[config.mk]
export PLATFORM = sky130hd
export DESIGN_NAME = modular_arithmetic_unit
export DESIGN_NICKNAME = d
export VERILOG_FILES = /design/src/rtl/mau_pkg.sv /design/src/rtl/mau_modred.sv /design/src/rtl/modular_arithmetic_unit.sv
export SDC_FILE = /design/constraint.sdc
export NUM_CORES = 2
export LEC_CHECK = 0
export BUFFER_PORTS_ARGS = -buffer_cell sky130_fd_sc_hd__buf_4
export CAP_MARGIN = 5
export CORE_MARGIN = 4
export CORE_UTILIZATION = 50
export CTS_BUF_LIST = sky130_fd_sc_hd__clkbuf_8 sky130_fd_sc_hd__clkbuf_16
export DETAILED_ROUTE_END_ITERATION = 8
export PLACE_DENSITY = 0.67
export SYNTH_ARGS = -nofsm -noshare
export SYNTH_HDL_FRONTEND = slang
export SYNTH_SLANG_ARGS = --single-unit
[constraint.sdc]
create_clock -name clk -period 27.3 [get_ports clk]
set_input_delay 2.73 -clock clk [delete_from_list [all_inputs] [get_ports clk]]
set_output_delay 2.73 -clock clk [all_outputs]
set_load 0.05 [all_outputs]
[src/rtl/mau_pkg.sv]
`timescale 1ns / 1ps
package mau_pkg;

  localparam int unsigned ResW = 31;

  localparam logic [3:0] OP_REDUCE = 4'd0;
  localparam logic [3:0] OP_ADD    = 4'd1;
  localparam logic [3:0] OP_SUB    = 4'd2;
  localparam logic [3:0] OP_MUL    = 4'd3;
  localparam logic [3:0] OP_DIV    = 4'd4;
  localparam logic [3:0] OP_NEG    = 4'd5;
  localparam logic [3:0] OP_POW    = 4'd6;
  localparam logic [3:0] OP_INV    = 4'd7;
  localparam logic [3:0] OP_EQUAL  = 4'd8;

  localparam logic [30:0] MOD_RESET = 31'd1000000007;

  typedef struct packed {
    logic [3:0]         opcode;
    logic [30:0]        operand_a;
    logic [30:0]        operand_b;
    logic signed [63:0] exponent;
    logic signed [63:0] raw_value;
  } in_item_t;

  typedef struct packed {
    logic [30:0] result;
    logic        equal;
  } out_item_t;

endpackage

[src/rtl/mau_modred.sv]
`timescale 1ns / 1ps
// Sequential reduction x mod m, restoring, one bit per cycle, 64-bit x.
module mau_modred (
  input  logic        clk,
  input  logic        rst_n,
  input  logic        start,
  input  logic [63:0] x,
  input  logic [30:0] m,
  output logic        done,
  output logic [30:0] rem
);

  logic [31:0] rem_r, rem_nxt;
  logic [63:0] x_r;
  logic [5:0]  cnt_r;
  logic        run_r;
  logic        done_r;
  logic [31:0] sh;

  always_comb begin
    sh = {rem_r[30:0], x_r[63]};
    if (sh >= {1'b0, m}) begin
      rem_nxt = sh - {1'b0, m};
    end else begin
      rem_nxt = sh;
    end
  end

  always_ff @(posedge clk) begin
    if (!rst_n) begin
      run_r  <= 1'b0;
      done_r <= 1'b0;
      cnt_r  <= '0;
    end else begin
      done_r <= 1'b0;
      if (start) begin
        run_r <= 1'b1;
        cnt_r <= 6'd0;
        rem_r <= '0;
        x_r   <= x;
      end else if (run_r) begin
        rem_r <= rem_nxt;
        x_r   <= {x_r[62:0], 1'b0};
        cnt_r <= cnt_r + 6'd1;
        if (cnt_r == 6'd63) begin
          run_r  <= 1'b0;
          done_r <= 1'b1;
        end
      end
    end
  end

  assign done = done_r;
  assign rem  = rem_r[30:0];

endmodule

[src/rtl/modular_arithmetic_unit.sv]
`timescale 1ns / 1ps
// Modular ALU over the modulus in the cfg register (0 acts as 1). Pulse start
// while busy is low; out_valid strobes for one cycle with the result, which
// must be taken then. Every modular product or reduction goes through one
// shared 64-step bit-serial reducer. Pow takes up to about 126 products plus a
// closing inverse of up to 62 products.
module modular_arithmetic_unit (
  input  logic                 clk,
  input  logic                 rst_n,
  input  logic                 start,
  output logic                 busy,
  input  mau_pkg::in_item_t    in_item,
  output logic                 out_valid,
  output mau_pkg::out_item_t   out_item,
  input  logic                 cfg_we,
  input  logic [30:0]          cfg_wdata
);

  typedef enum logic [7:0] {
    S_IDLE = 8'b00000001,
    S_RA   = 8'b00000010,
    S_RB   = 8'b00000100,
    S_EXEC = 8'b00001000,
    S_PMUL = 8'b00010000,
    S_PSQR = 8'b00100000,
    S_POST = 8'b01000000,
    S_DONE = 8'b10000000
  } state_t;

  // phase of exponentiation: plain power, inverse power for div, then final mul
  typedef enum logic [2:0] {
    PH_POW = 3'b001,
    PH_INV = 3'b010,
    PH_FIN = 3'b100
  } phase_t;

  state_t      st_r;
  phase_t      ph_r;
  logic [30:0] mod_r, m;
  logic [3:0]  op_r;
  logic [30:0] a_r, b_r, acc_r, base_r, res_r;
  logic [63:0] e_r, raw_r;
  logic        neg_r, inv_after_r, eq_r, wait_r;
  logic        out_valid_r;
  logic        rd_start, rd_done;
  logic [63:0] rd_x;
  logic [30:0] rd_rem;
  logic [30:0] mul_a, mul_b;
  logic [61:0] prod;

  assign m = (mod_r == 31'd0) ? 31'd1 : mod_r;

  mau_modred u_red (
    .clk(clk), .rst_n(rst_n), .start(rd_start), .x(rd_x), .m(m),
    .done(rd_done), .rem(rd_rem)
  );

  logic [63:0] mag;
  assign mag = (raw_r[63]) ? (64'd0 - raw_r) : raw_r;

  // Start pow setup: acc=1 mod m, base given, exponent e
  logic [30:0] one_m;
  assign one_m = (m == 31'd1) ? 31'd0 : 31'd1;

  logic [31:0] sum;
  logic [31:0] dif;
  assign sum = {1'b0, a_r} + {1'b0, b_r};
  assign dif = {1'b0, a_r} + {1'b0, m} - {1'b0, b_r};

  logic [30:0] msub2;
  assign msub2 = m - 31'd2;

  // one shared multiplier feeds the reducer
  always_comb begin
    mul_a = base_r;
    mul_b = base_r;
    case (st_r)
      S_PMUL: begin
        mul_a = acc_r;
        mul_b = base_r;
      end
      S_POST: begin
        mul_a = a_r;
        mul_b = acc_r;
      end
      default: begin
        mul_a = base_r;
        mul_b = base_r;
      end
    endcase
  end

  assign prod = mul_a * mul_b;

  always_comb begin
    rd_x = '0;
    case (st_r)
      S_RA:    rd_x = (op_r == mau_pkg::OP_REDUCE) ? mag : {33'd0, a_r};
      S_RB:    rd_x = {33'd0, b_r};
      S_PMUL:  rd_x = {2'b00, prod};
      S_PSQR:  rd_x = {2'b00, prod};
      S_POST:  rd_x = {2'b00, prod};
      default: rd_x = '0;
    endcase
  end

  // the reducer must not be launched on a zero-exponent or even-bit step
  logic pmul_skip;
  assign pmul_skip = (st_r == S_PMUL) && (e_r == 64'd0 || !e_r[0]);

  assign rd_start = !wait_r && !pmul_skip && (st_r == S_RA || st_r == S_RB
                    || st_r == S_PMUL || st_r == S_PSQR || st_r == S_POST);

  always_ff @(posedge clk) begin
    if (!rst_n) begin
      st_r        <= S_IDLE;
      ph_r        <= PH_POW;
      mod_r       <= mau_pkg::MOD_RESET;
      wait_r      <= 1'b0;
      out_valid_r <= 1'b0;
    end else begin
      out_valid_r <= 1'b0;
      if (cfg_we) begin
        mod_r <= cfg_wdata;
      end
      if (rd_start) begin
        wait_r <= 1'b1;
      end
      case (st_r)
        S_IDLE: begin
          if (start) begin
            op_r  <= in_item.opcode;
            a_r   <= in_item.operand_a;
            b_r   <= in_item.operand_b;
            raw_r <= in_item.raw_value;
            if (in_item.exponent[63]) begin
              e_r <= (in_item.exponent == {1'b1, 63'd0}) ? {1'b0, {63{1'b1}}}
                     : (64'd0 - in_item.exponent);
            end else begin
              e_r <= in_item.exponent;
            end
            neg_r <= in_item.exponent[63];
            eq_r  <= 1'b0;
            res_r <= '0;
            st_r  <= S_RA;
          end
        end
        S_RA: begin
          if (rd_done) begin
            wait_r <= 1'b0;
            if (op_r == mau_pkg::OP_REDUCE) begin
              res_r <= (raw_r[63] && rd_rem != 31'd0) ? m - rd_rem : rd_rem;
              st_r  <= S_DONE;
            end else begin
              a_r  <= rd_rem;
              st_r <= S_RB;
            end
          end
        end
        S_RB: begin
          if (rd_done) begin
            wait_r <= 1'b0;
            b_r    <= rd_rem;
            st_r   <= S_EXEC;
          end
        end
        S_EXEC: begin
          st_r        <= S_DONE;
          inv_after_r <= 1'b0;
          acc_r       <= one_m;
          ph_r        <= PH_POW;
          case (op_r)
            mau_pkg::OP_ADD:
              res_r <= (sum >= {1'b0, m}) ? sum[30:0] - m : sum[30:0];
            mau_pkg::OP_SUB:
              res_r <= (dif >= {1'b0, m}) ? dif[30:0] - m : dif[30:0];
            mau_pkg::OP_NEG:
              res_r <= (a_r == 31'd0) ? 31'd0 : m - a_r;
            mau_pkg::OP_EQUAL:
              eq_r <= (a_r == b_r);
            mau_pkg::OP_MUL: begin
              acc_r <= b_r;
              ph_r  <= PH_FIN;
              st_r  <= S_POST;
            end
            mau_pkg::OP_DIV: begin
              // a * b^(m-2), zero when b is zero or m < 2
              if (b_r == 31'd0 || m < 31'd2) begin
                res_r <= '0;
              end else begin
                base_r <= b_r;
                e_r    <= {33'd0, msub2};
                ph_r   <= PH_INV;
                st_r   <= S_PMUL;
              end
            end
            mau_pkg::OP_POW: begin
              base_r      <= a_r;
              inv_after_r <= neg_r;
              st_r        <= S_PMUL;
            end
            mau_pkg::OP_INV: begin
              if (a_r == 31'd0 || m < 31'd2) begin
                res_r <= '0;
              end else begin
                base_r <= a_r;
                e_r    <= {33'd0, msub2};
                st_r   <= S_PMUL;
              end
            end
            default: res_r <= '0;
          endcase
        end
        S_PMUL: begin
          // multiply acc by base when the low exponent bit is set; a zero exponent ends the power
          if (e_r == 64'd0) begin
            wait_r <= 1'b0;
            if (ph_r == PH_INV) begin
              ph_r <= PH_FIN;
              st_r <= S_POST;
            end else if (inv_after_r) begin
              inv_after_r <= 1'b0;
              if (acc_r == 31'd0 || m < 31'd2) begin
                res_r <= '0;
                st_r  <= S_DONE;
              end else begin
                base_r <= acc_r;
                acc_r  <= one_m;
                e_r    <= {33'd0, msub2};
              end
            end else begin
              res_r <= acc_r;
              st_r  <= S_DONE;
            end
          end else if (!e_r[0]) begin
            wait_r <= 1'b0;
            st_r   <= S_PSQR;
          end else if (rd_done) begin
            wait_r <= 1'b0;
            acc_r  <= rd_rem;
            st_r   <= S_PSQR;
          end
        end
        S_PSQR: begin
          if (rd_done) begin
            wait_r <= 1'b0;
            base_r <= rd_rem;
            e_r    <= {1'b0, e_r[63:1]};
            st_r   <= S_PMUL;
          end
        end
        S_POST: begin
          if (rd_done) begin
            wait_r <= 1'b0;
            res_r  <= rd_rem;
            st_r   <= S_DONE;
          end
        end
        S_DONE: begin
          out_valid_r <= 1'b1;
          st_r        <= S_IDLE;
        end
        default: st_r <= S_IDLE;
      endcase
    end
  end

  assign busy            = (st_r != S_IDLE);
  assign out_valid       = out_valid_r;
  assign out_item.result = res_r;
  assign out_item.equal  = eq_r;

`ifndef NO_ASSERTIONS
  a_strobe_one: assert property (@(posedge clk) disable iff (!rst_n)
    out_valid |=> !out_valid) else $error("result strobe longer than one cycle");
  a_idle_after: assert property (@(posedge clk) disable iff (!rst_n)
    out_valid |-> !busy) else $error("busy while strobing result");
  a_res_range: assert property (@(posedge clk) disable iff (!rst_n)
    out_valid |-> (out_item.result < m)) else $error("result out of range");
  a_eq_only: assert property (@(posedge clk) disable iff (!rst_n)
    (out_valid && op_r != mau_pkg::OP_EQUAL) |-> !out_item.equal)
    else $error("equal flag on wrong opcode");
`endif

endmodule
==> Word level (Yosys, flattened, before mapping) <==
Cells that the tools add are included.
{ "word_totals": {"output_inout_bits": 34, "wordCells": 235, "in_bits": 229, "ff_bits": 437} }
{ "classes": {"addsub": 12, "multipliers": 1, "eq_ne": 50, "order_cmp": 4, "mux": 98, "bitwise": 2, "n_reduce_logical": 47} }
{ "op_table": {"columns": ["operator", "count"], "rows": [
  ["2-to-1 mux 31 bit", 34],
  ["2-to-1 mux 64 bit", 14],
  ["one-hot mux 64 bit (4 select lines)", 1],
  ["one-hot mux 31 bit (2 select lines)", 4],
  ["one-hot mux 64 bit (3 select lines)", 1],
  ["one-hot mux 31 bit (3 select lines)", 2],
  ["one-hot mux 31 bit (6 select lines)", 1],
  ["one-hot mux 31 bit (5 select lines)", 1],
  ["subtractor 31 bit", 5],
  ["one-hot mux 64 bit (2 select lines)", 1],
  ["subtractor 1 x 64 -> 64 bit, first input constant", 2],
  ["zero test 31 bit", 4],
  ["2-to-1 mux 8 bit", 14],
  ["greater-or-equal comparator 32 x 31 -> 1 bit", 3],
  ["adder 31 x 31 -> 32 bit", 2],
  ["== test 64 bit, second input constant", 1],
  ["zero test 64 bit", 1],
  ["multiplier 31 x 31 -> 62 bit", 1],
  ["one-hot mux 8 bit (7 select lines)", 1],
  ["one-hot mux 8 bit (4 select lines)", 1],
  ["subtractor 32 x 31 -> 32 bit", 1],
  ["== test 31 x 1 -> 1 bit, second input constant", 1],
  ["== test 31 bit", 1],
  ["< comparator 31 x 2 -> 1 bit, second input constant", 1],
  ["other kinds (50)", 116]
]} }

==> Depth between registers and ports, before layout <==
{ "depth": {"word_depth": 11, "mapped_depth": 36, "depth_no_buf": 32} }

==> Modules after synthesis <==
From an unflattened synthesis, not the netlist that was laid out.
{ "unflattened": {"hier_cells": 7566, "hier_area_um2": 67194.4} }
{ "by_module_without_submodules": {"columns": ["module", "instances", "area_each_um2", "cells_per_inst", "seq_area_each_um2"], "rows": [
  ["modular_arithmetic_unit", 1, 60956.0, 6992, 9589.2],
  ["mau_modred", 1, 6238.5, 574, 3012.9]
]} }

==> Worst setup path before layout <==
No wires, ideal clock.
{ "synth_timing": {"kind": "input -> register", "start": "in start", "end": "reg e_r[0] (enable)", "cell_stages": 2, "arrival_time_ns": 12.884, "setup_slack_ns": 13.589, "t_required_ns": 26.472, "setup_time_ns": 0.828, "cell_sequence": "o21ai_0 > a2111oi_0"} }
{ "synth_between": {"elab_chain_cells": 2} }
{ "synth_lines": {"columns": ["element", "line_no", "source"], "rows": [
  ["start: declaration", "modular_arithmetic_unit.sv:10", "input logic start,"],
  ["!= test 2 bit (no source line)", null, null],
  ["AND reduction 11 bit (no source line)", null, null],
  ["end signal: assignment", "modular_arithmetic_unit.sv:137", "e_r <= (in_item.exponent == {1'b1, 63'd0}) ? {1'b0, {63{1'b1}}}"],
  ["end signal: assignment", "modular_arithmetic_unit.sv:140", "e_r <= in_item.exponent;"],
  ["end signal: assignment", "modular_arithmetic_unit.sv:192", "e_r <= {33'd0, msub2};"],
  ["end: declaration", "modular_arithmetic_unit.sv:42", "logic [63:0] e_r, raw_r;"]
]} }
No other way between the ends.
A chain may end at the register's enable or synchronous reset.

==> Worst setup path in the final report <==
{ "layout_timing": {"start": "reg st_r[0]", "end": "reg u_red.x_r[56], data pin"} }
{ "layout_between": {"elab_chain_cells": 7} }
{ "layout_lines": {"columns": ["element", "line_no", "source"], "rows": [
  ["start: declaration", "modular_arithmetic_unit.sv:37", "state_t st_r;"],
  ["start signal: assignment", "modular_arithmetic_unit.sv:116", "st_r <= S_IDLE;"],
  ["start signal: assignment", "modular_arithmetic_unit.sv:145", "st_r <= S_RA;"],
  ["start signal: assignment", "modular_arithmetic_unit.sv:153", "st_r <= S_DONE;"],
  ["branches (longest 6 deep; another with multiplier 31 x 31 -> 62 bit)", null, null],
  ["2-to-1 mux 64 bit (*)", "mau_modred.sv:36", "if (start) begin"],
  ["end signal: assignment", "mau_modred.sv:43", "x_r <= {x_r[62:0], 1'b0};"],
  ["end: declaration", "mau_modred.sv:14", "logic [63:0] x_r;"]
]} }
Every way passes the cells marked *.

==> impl_metrics.yaml <==
pwr:
  leakage_uw: 0.0337
  vdd_drop_max_uv: 51.9
  finalPower_uw: 2640
  power_per_cell_area_nw_per_um2: 35.6
critical_path:
  cp-end-kind: "register"
  timing.critical_path.from_type: "register"
  critical_path_peak_fanout: 69
  crit_path_launch: "st_r[0]"
  critPathRequiredTime_ns: 27.67
  worstPathArrival_ns: 12.56
  reg2reg_setup_slack_ns: 15.10
  crit-reg2reg-launch: "st_r[0]"
  crit_type: "reg -> reg"
yosys:
  ys_ff_latch: 437
  yosys_most_used_dff: "sky130_fd_sc_hd__edfxtp_1"
  total_nets_after_synthesis: 9506
  postSynthCellCount: 7929
  avgSynthCellArea_um2: 8.62
  synth_largest_type_area_fraction_pct: 25.6
  mappedNetlistArea_um2: 68400
  synth.yosys.warnings: 0
  yosys.cell_types.count: 80
  synth_seq_area_share_pct: 18.4
  synth_enable_flop_cells: 385
  post_synth_main_area_contributors: "sky130_fd_sc_hd__fa_1 26%, sky130_fd_sc_hd__edfxtp_1 17%, sky130_fd_sc_hd__ha_1 8.7%, sky130_fd_sc_hd__inv_1 6.1%, sky130_fd_sc_hd__nand2_1 5.3%"
  yosys.area.top_type: "sky130_fd_sc_hd__fa_1"
  async_reset_ff_share_pct: 0
clocking:
  root_buffer: "sky130_fd_sc_hd__clkbuf_16"
  post_cts.repair.setup_buffers: 0
  clock_latency_ns: 0.66
  cts.clk_slew.worst_paths_ns: 0.07
  clock_sink_count: 437
  cts_tree: "built"
  post_cts_resized: 0
  cts-htree-levels: 2
  max-clock-path-buffers: 3
  number_of_clock_buffers_inserted_by_tritoncts: 50
  cts.hold.buffers_added: 0
cells_and_area:
  area_growth_pct: 8.78
  nNetsFinal: 9567
  post_route_core_utilization_pct: 54.8
  layout_commonest_cell: "sky130_fd_sc_hd__inv_1"
  final_area_um2: 74400
  fillers: 12600
  mostFrequentLayoutCells: "1114 x sky130_fd_sc_hd__inv_1, 956 x sky130_fd_sc_hd__nand2_1, 874 x sky130_fd_sc_hd__fa_1, 811 x sky130_fd_sc_hd__nor2_1, 474 x sky130_fd_sc_hd__ha_1"
  final_layout_size_suffix_gt1_share_pct: 8.40
detailed_routing:
  vias: 62700
  drt_wl_total_um: 282000
  drc: 8
  final_antenna_net_count: 0
  drtIter0Drc: 7877
  viasPerCell: 6.39
  avgRoutedWirePerCell_um: 28.7
  detail_route.first_pass.iterations: 9
hold_path:
  min_from: "ph_r[0]"
  worst_hold_path_type: "reg -> reg"
timing:
  report.final.hold_viol_count: 0
  max_clock_freq_ghz: 0.0820
  final.hold.worst_slack_ns: 0.482
  setup_total_negative_slack_ns: 0
  rsz0062_at_grt: "false"
  timing.final.crit_share_pct: 44.7
  finalClockSkew_ns: 0.0435
  worstMarginPinSlew_ns: 1.37
  timing.slew.headroom_pct: 6.65
  final_max_slew_viol_count: 0
  setup_violations_final: 0
  finalCriticalPeriod_ns: 12.20
placed_design:
  port_buffers: 262
  hpwlAfterDp_um: 226000
  placed_cell_area_um2: 72600
  gp_congestion: 1.03
global_routing:
  grt_pass1_vias: 61800
  gr-usage-all-layers_pct: 39.1
  grt_overflow: 0
  antenna_found_initial: 13
  pin_count_of_the_biggest_net_entering_global_routing: 101
  first_pass_grt_wire_length_um: 412000
floorplanning:
  initial_utilization_pct: 50.4
  die_height_um: 378
  fp.dieArea_um2: 143000
  core_area_um2: 136000
  io-pin-count: 263
  chipWidth_um: 378
  std_cell_rows: 135
run_status:
  run_status: "finished, violations left"
  failing_checks: "DRC"
run:
  cap_violations: 0
## power breakdown
group	internal, uW	leakage (uW)	switching [uW]
Clock	390	0.000845	323
Combinational	409	0.0288	689
Sequential	779	0.00400	54.6
## cell usage after synthesis, types with 77 or more instances
library cell	count
sky130_fd_sc_hd__a211oi_1	98
sky130_fd_sc_hd__a21o_1	125
sky130_fd_sc_hd__a21oi_1	420
sky130_fd_sc_hd__a221oi_1	77
sky130_fd_sc_hd__clkbuf_1	397
sky130_fd_sc_hd__edfxtp_1	385
sky130_fd_sc_hd__fa_1	874
sky130_fd_sc_hd__ha_1	474
sky130_fd_sc_hd__inv_1	1108
sky130_fd_sc_hd__mux2i_1	115
sky130_fd_sc_hd__nand2_1	958
sky130_fd_sc_hd__nor2_1	817
sky130_fd_sc_hd__nor3_1	107
sky130_fd_sc_hd__nor4_1	89
sky130_fd_sc_hd__o21ai_0	350
sky130_fd_sc_hd__xnor2_1	236
sky130_fd_sc_hd__xor2_1	134
## metal layers
metal	vias to the layer above	routed length, um	track usage [%]	share of wire [%]
met2	3931	119000	58.0	42
met4	6	18400	20.4	6.5
met3	783	33700	9.65	12
li1	26900	-	-	-
met5	-	39	0	0.014
met1	31100	111000	53.0	39
## sequential cells by signal, indices dropped and copies added (netlist names), 3 cells and up
register,cells
mod_r,31
ph_r,3
u_red.x_r,64
a_r,31
e_r,64
acc_r,31
base_r,31
st_r,8
res_r,31
b_r,31
u_red.cnt_r,6
op_r,4
u_red.rem_r,31
raw_r,64
## worst max-delay path, cell delays in order (launching register included)
cell and delay [ns]:
sky130_fd_sc_hd__dfxtp_1 0.35, sky130_fd_sc_hd__nor4_1 0.80, sky130_fd_sc_hd__and4b_2 0.35, sky130_fd_sc_hd__buf_4 0.68
sky130_fd_sc_hd__a221o_1 1.05, sky130_fd_sc_hd__nand2_1 0.17, sky130_fd_sc_hd__fa_1 0.56, sky130_fd_sc_hd__fa_1 0.53
sky130_fd_sc_hd__fa_1 0.51, sky130_fd_sc_hd__fa_1 0.52, sky130_fd_sc_hd__inv_1 0.05, sky130_fd_sc_hd__fa_1 0.50
sky130_fd_sc_hd__fa_1 0.53, sky130_fd_sc_hd__fa_1 0.56, sky130_fd_sc_hd__inv_1 0.08, sky130_fd_sc_hd__fa_1 0.55
sky130_fd_sc_hd__inv_1 0.05, sky130_fd_sc_hd__ha_1 0.38, sky130_fd_sc_hd__a21oi_1 0.28, sky130_fd_sc_hd__o21ai_0 0.21
sky130_fd_sc_hd__nor4_1 0.33, sky130_fd_sc_hd__o211ai_1 0.31, sky130_fd_sc_hd__a221oi_1 0.76, sky130_fd_sc_hd__o21ai_0 0.31
sky130_fd_sc_hd__a221oi_1 0.86, sky130_fd_sc_hd__o21ai_0 0.26, sky130_fd_sc_hd__xnor2_1 0.19, sky130_fd_sc_hd__o21ai_0 0.10
## stage by stage
step                      cells  worst slack, ns
after floorplan            7929            13.59
after CTS                  9812            15.36
after global placement     9718            15.62
after global routing       9814            14.63
after detailed placement   9718            15.49
final                      9820            15.10
## final timing paths
check                  end  cells after the start
max          u_red.x_r[56]                     27
min                ph_r[0]                      2
max reg2reg  u_red.x_r[56]                     27
min reg2reg        ph_r[0]                      2
## final cells by class
class / instances / area, um^2 / share of cell area [%]
antenna: 7 / 17.5 / 0.0236
clock buffer: 53 / 1300 / 1.75
clock inverter: 41 / 390 / 0.525
inverter: 1108 / 4160 / 5.59
multi-input combinational: 5959 / 50400 / 67.8
sequential: 437 / 12600 / 17.0
tap: 1781 / 2230 / 3.00
timing repair buffer: 434 / 3260 / 4.38
## cells by family (layout without fill, tap and decap cells)
logic type                 after synthesis  after routing  share of synthesized area (%)
and+or+nand+nor                       2466           2466                           16.0
DFF                                    437            437                           18.4
adders and majority gates             1348           1348                           34.3
other                                    0              7                              0
xor gates and xnor gates               370            370                           4.74
AOI/OAI and AO/OA                     1618           1618                           15.7
muxes                                  157            157                           2.38
buffers and inverters                 1533           1636                           8.43
(Power assumes the default switching activity.)
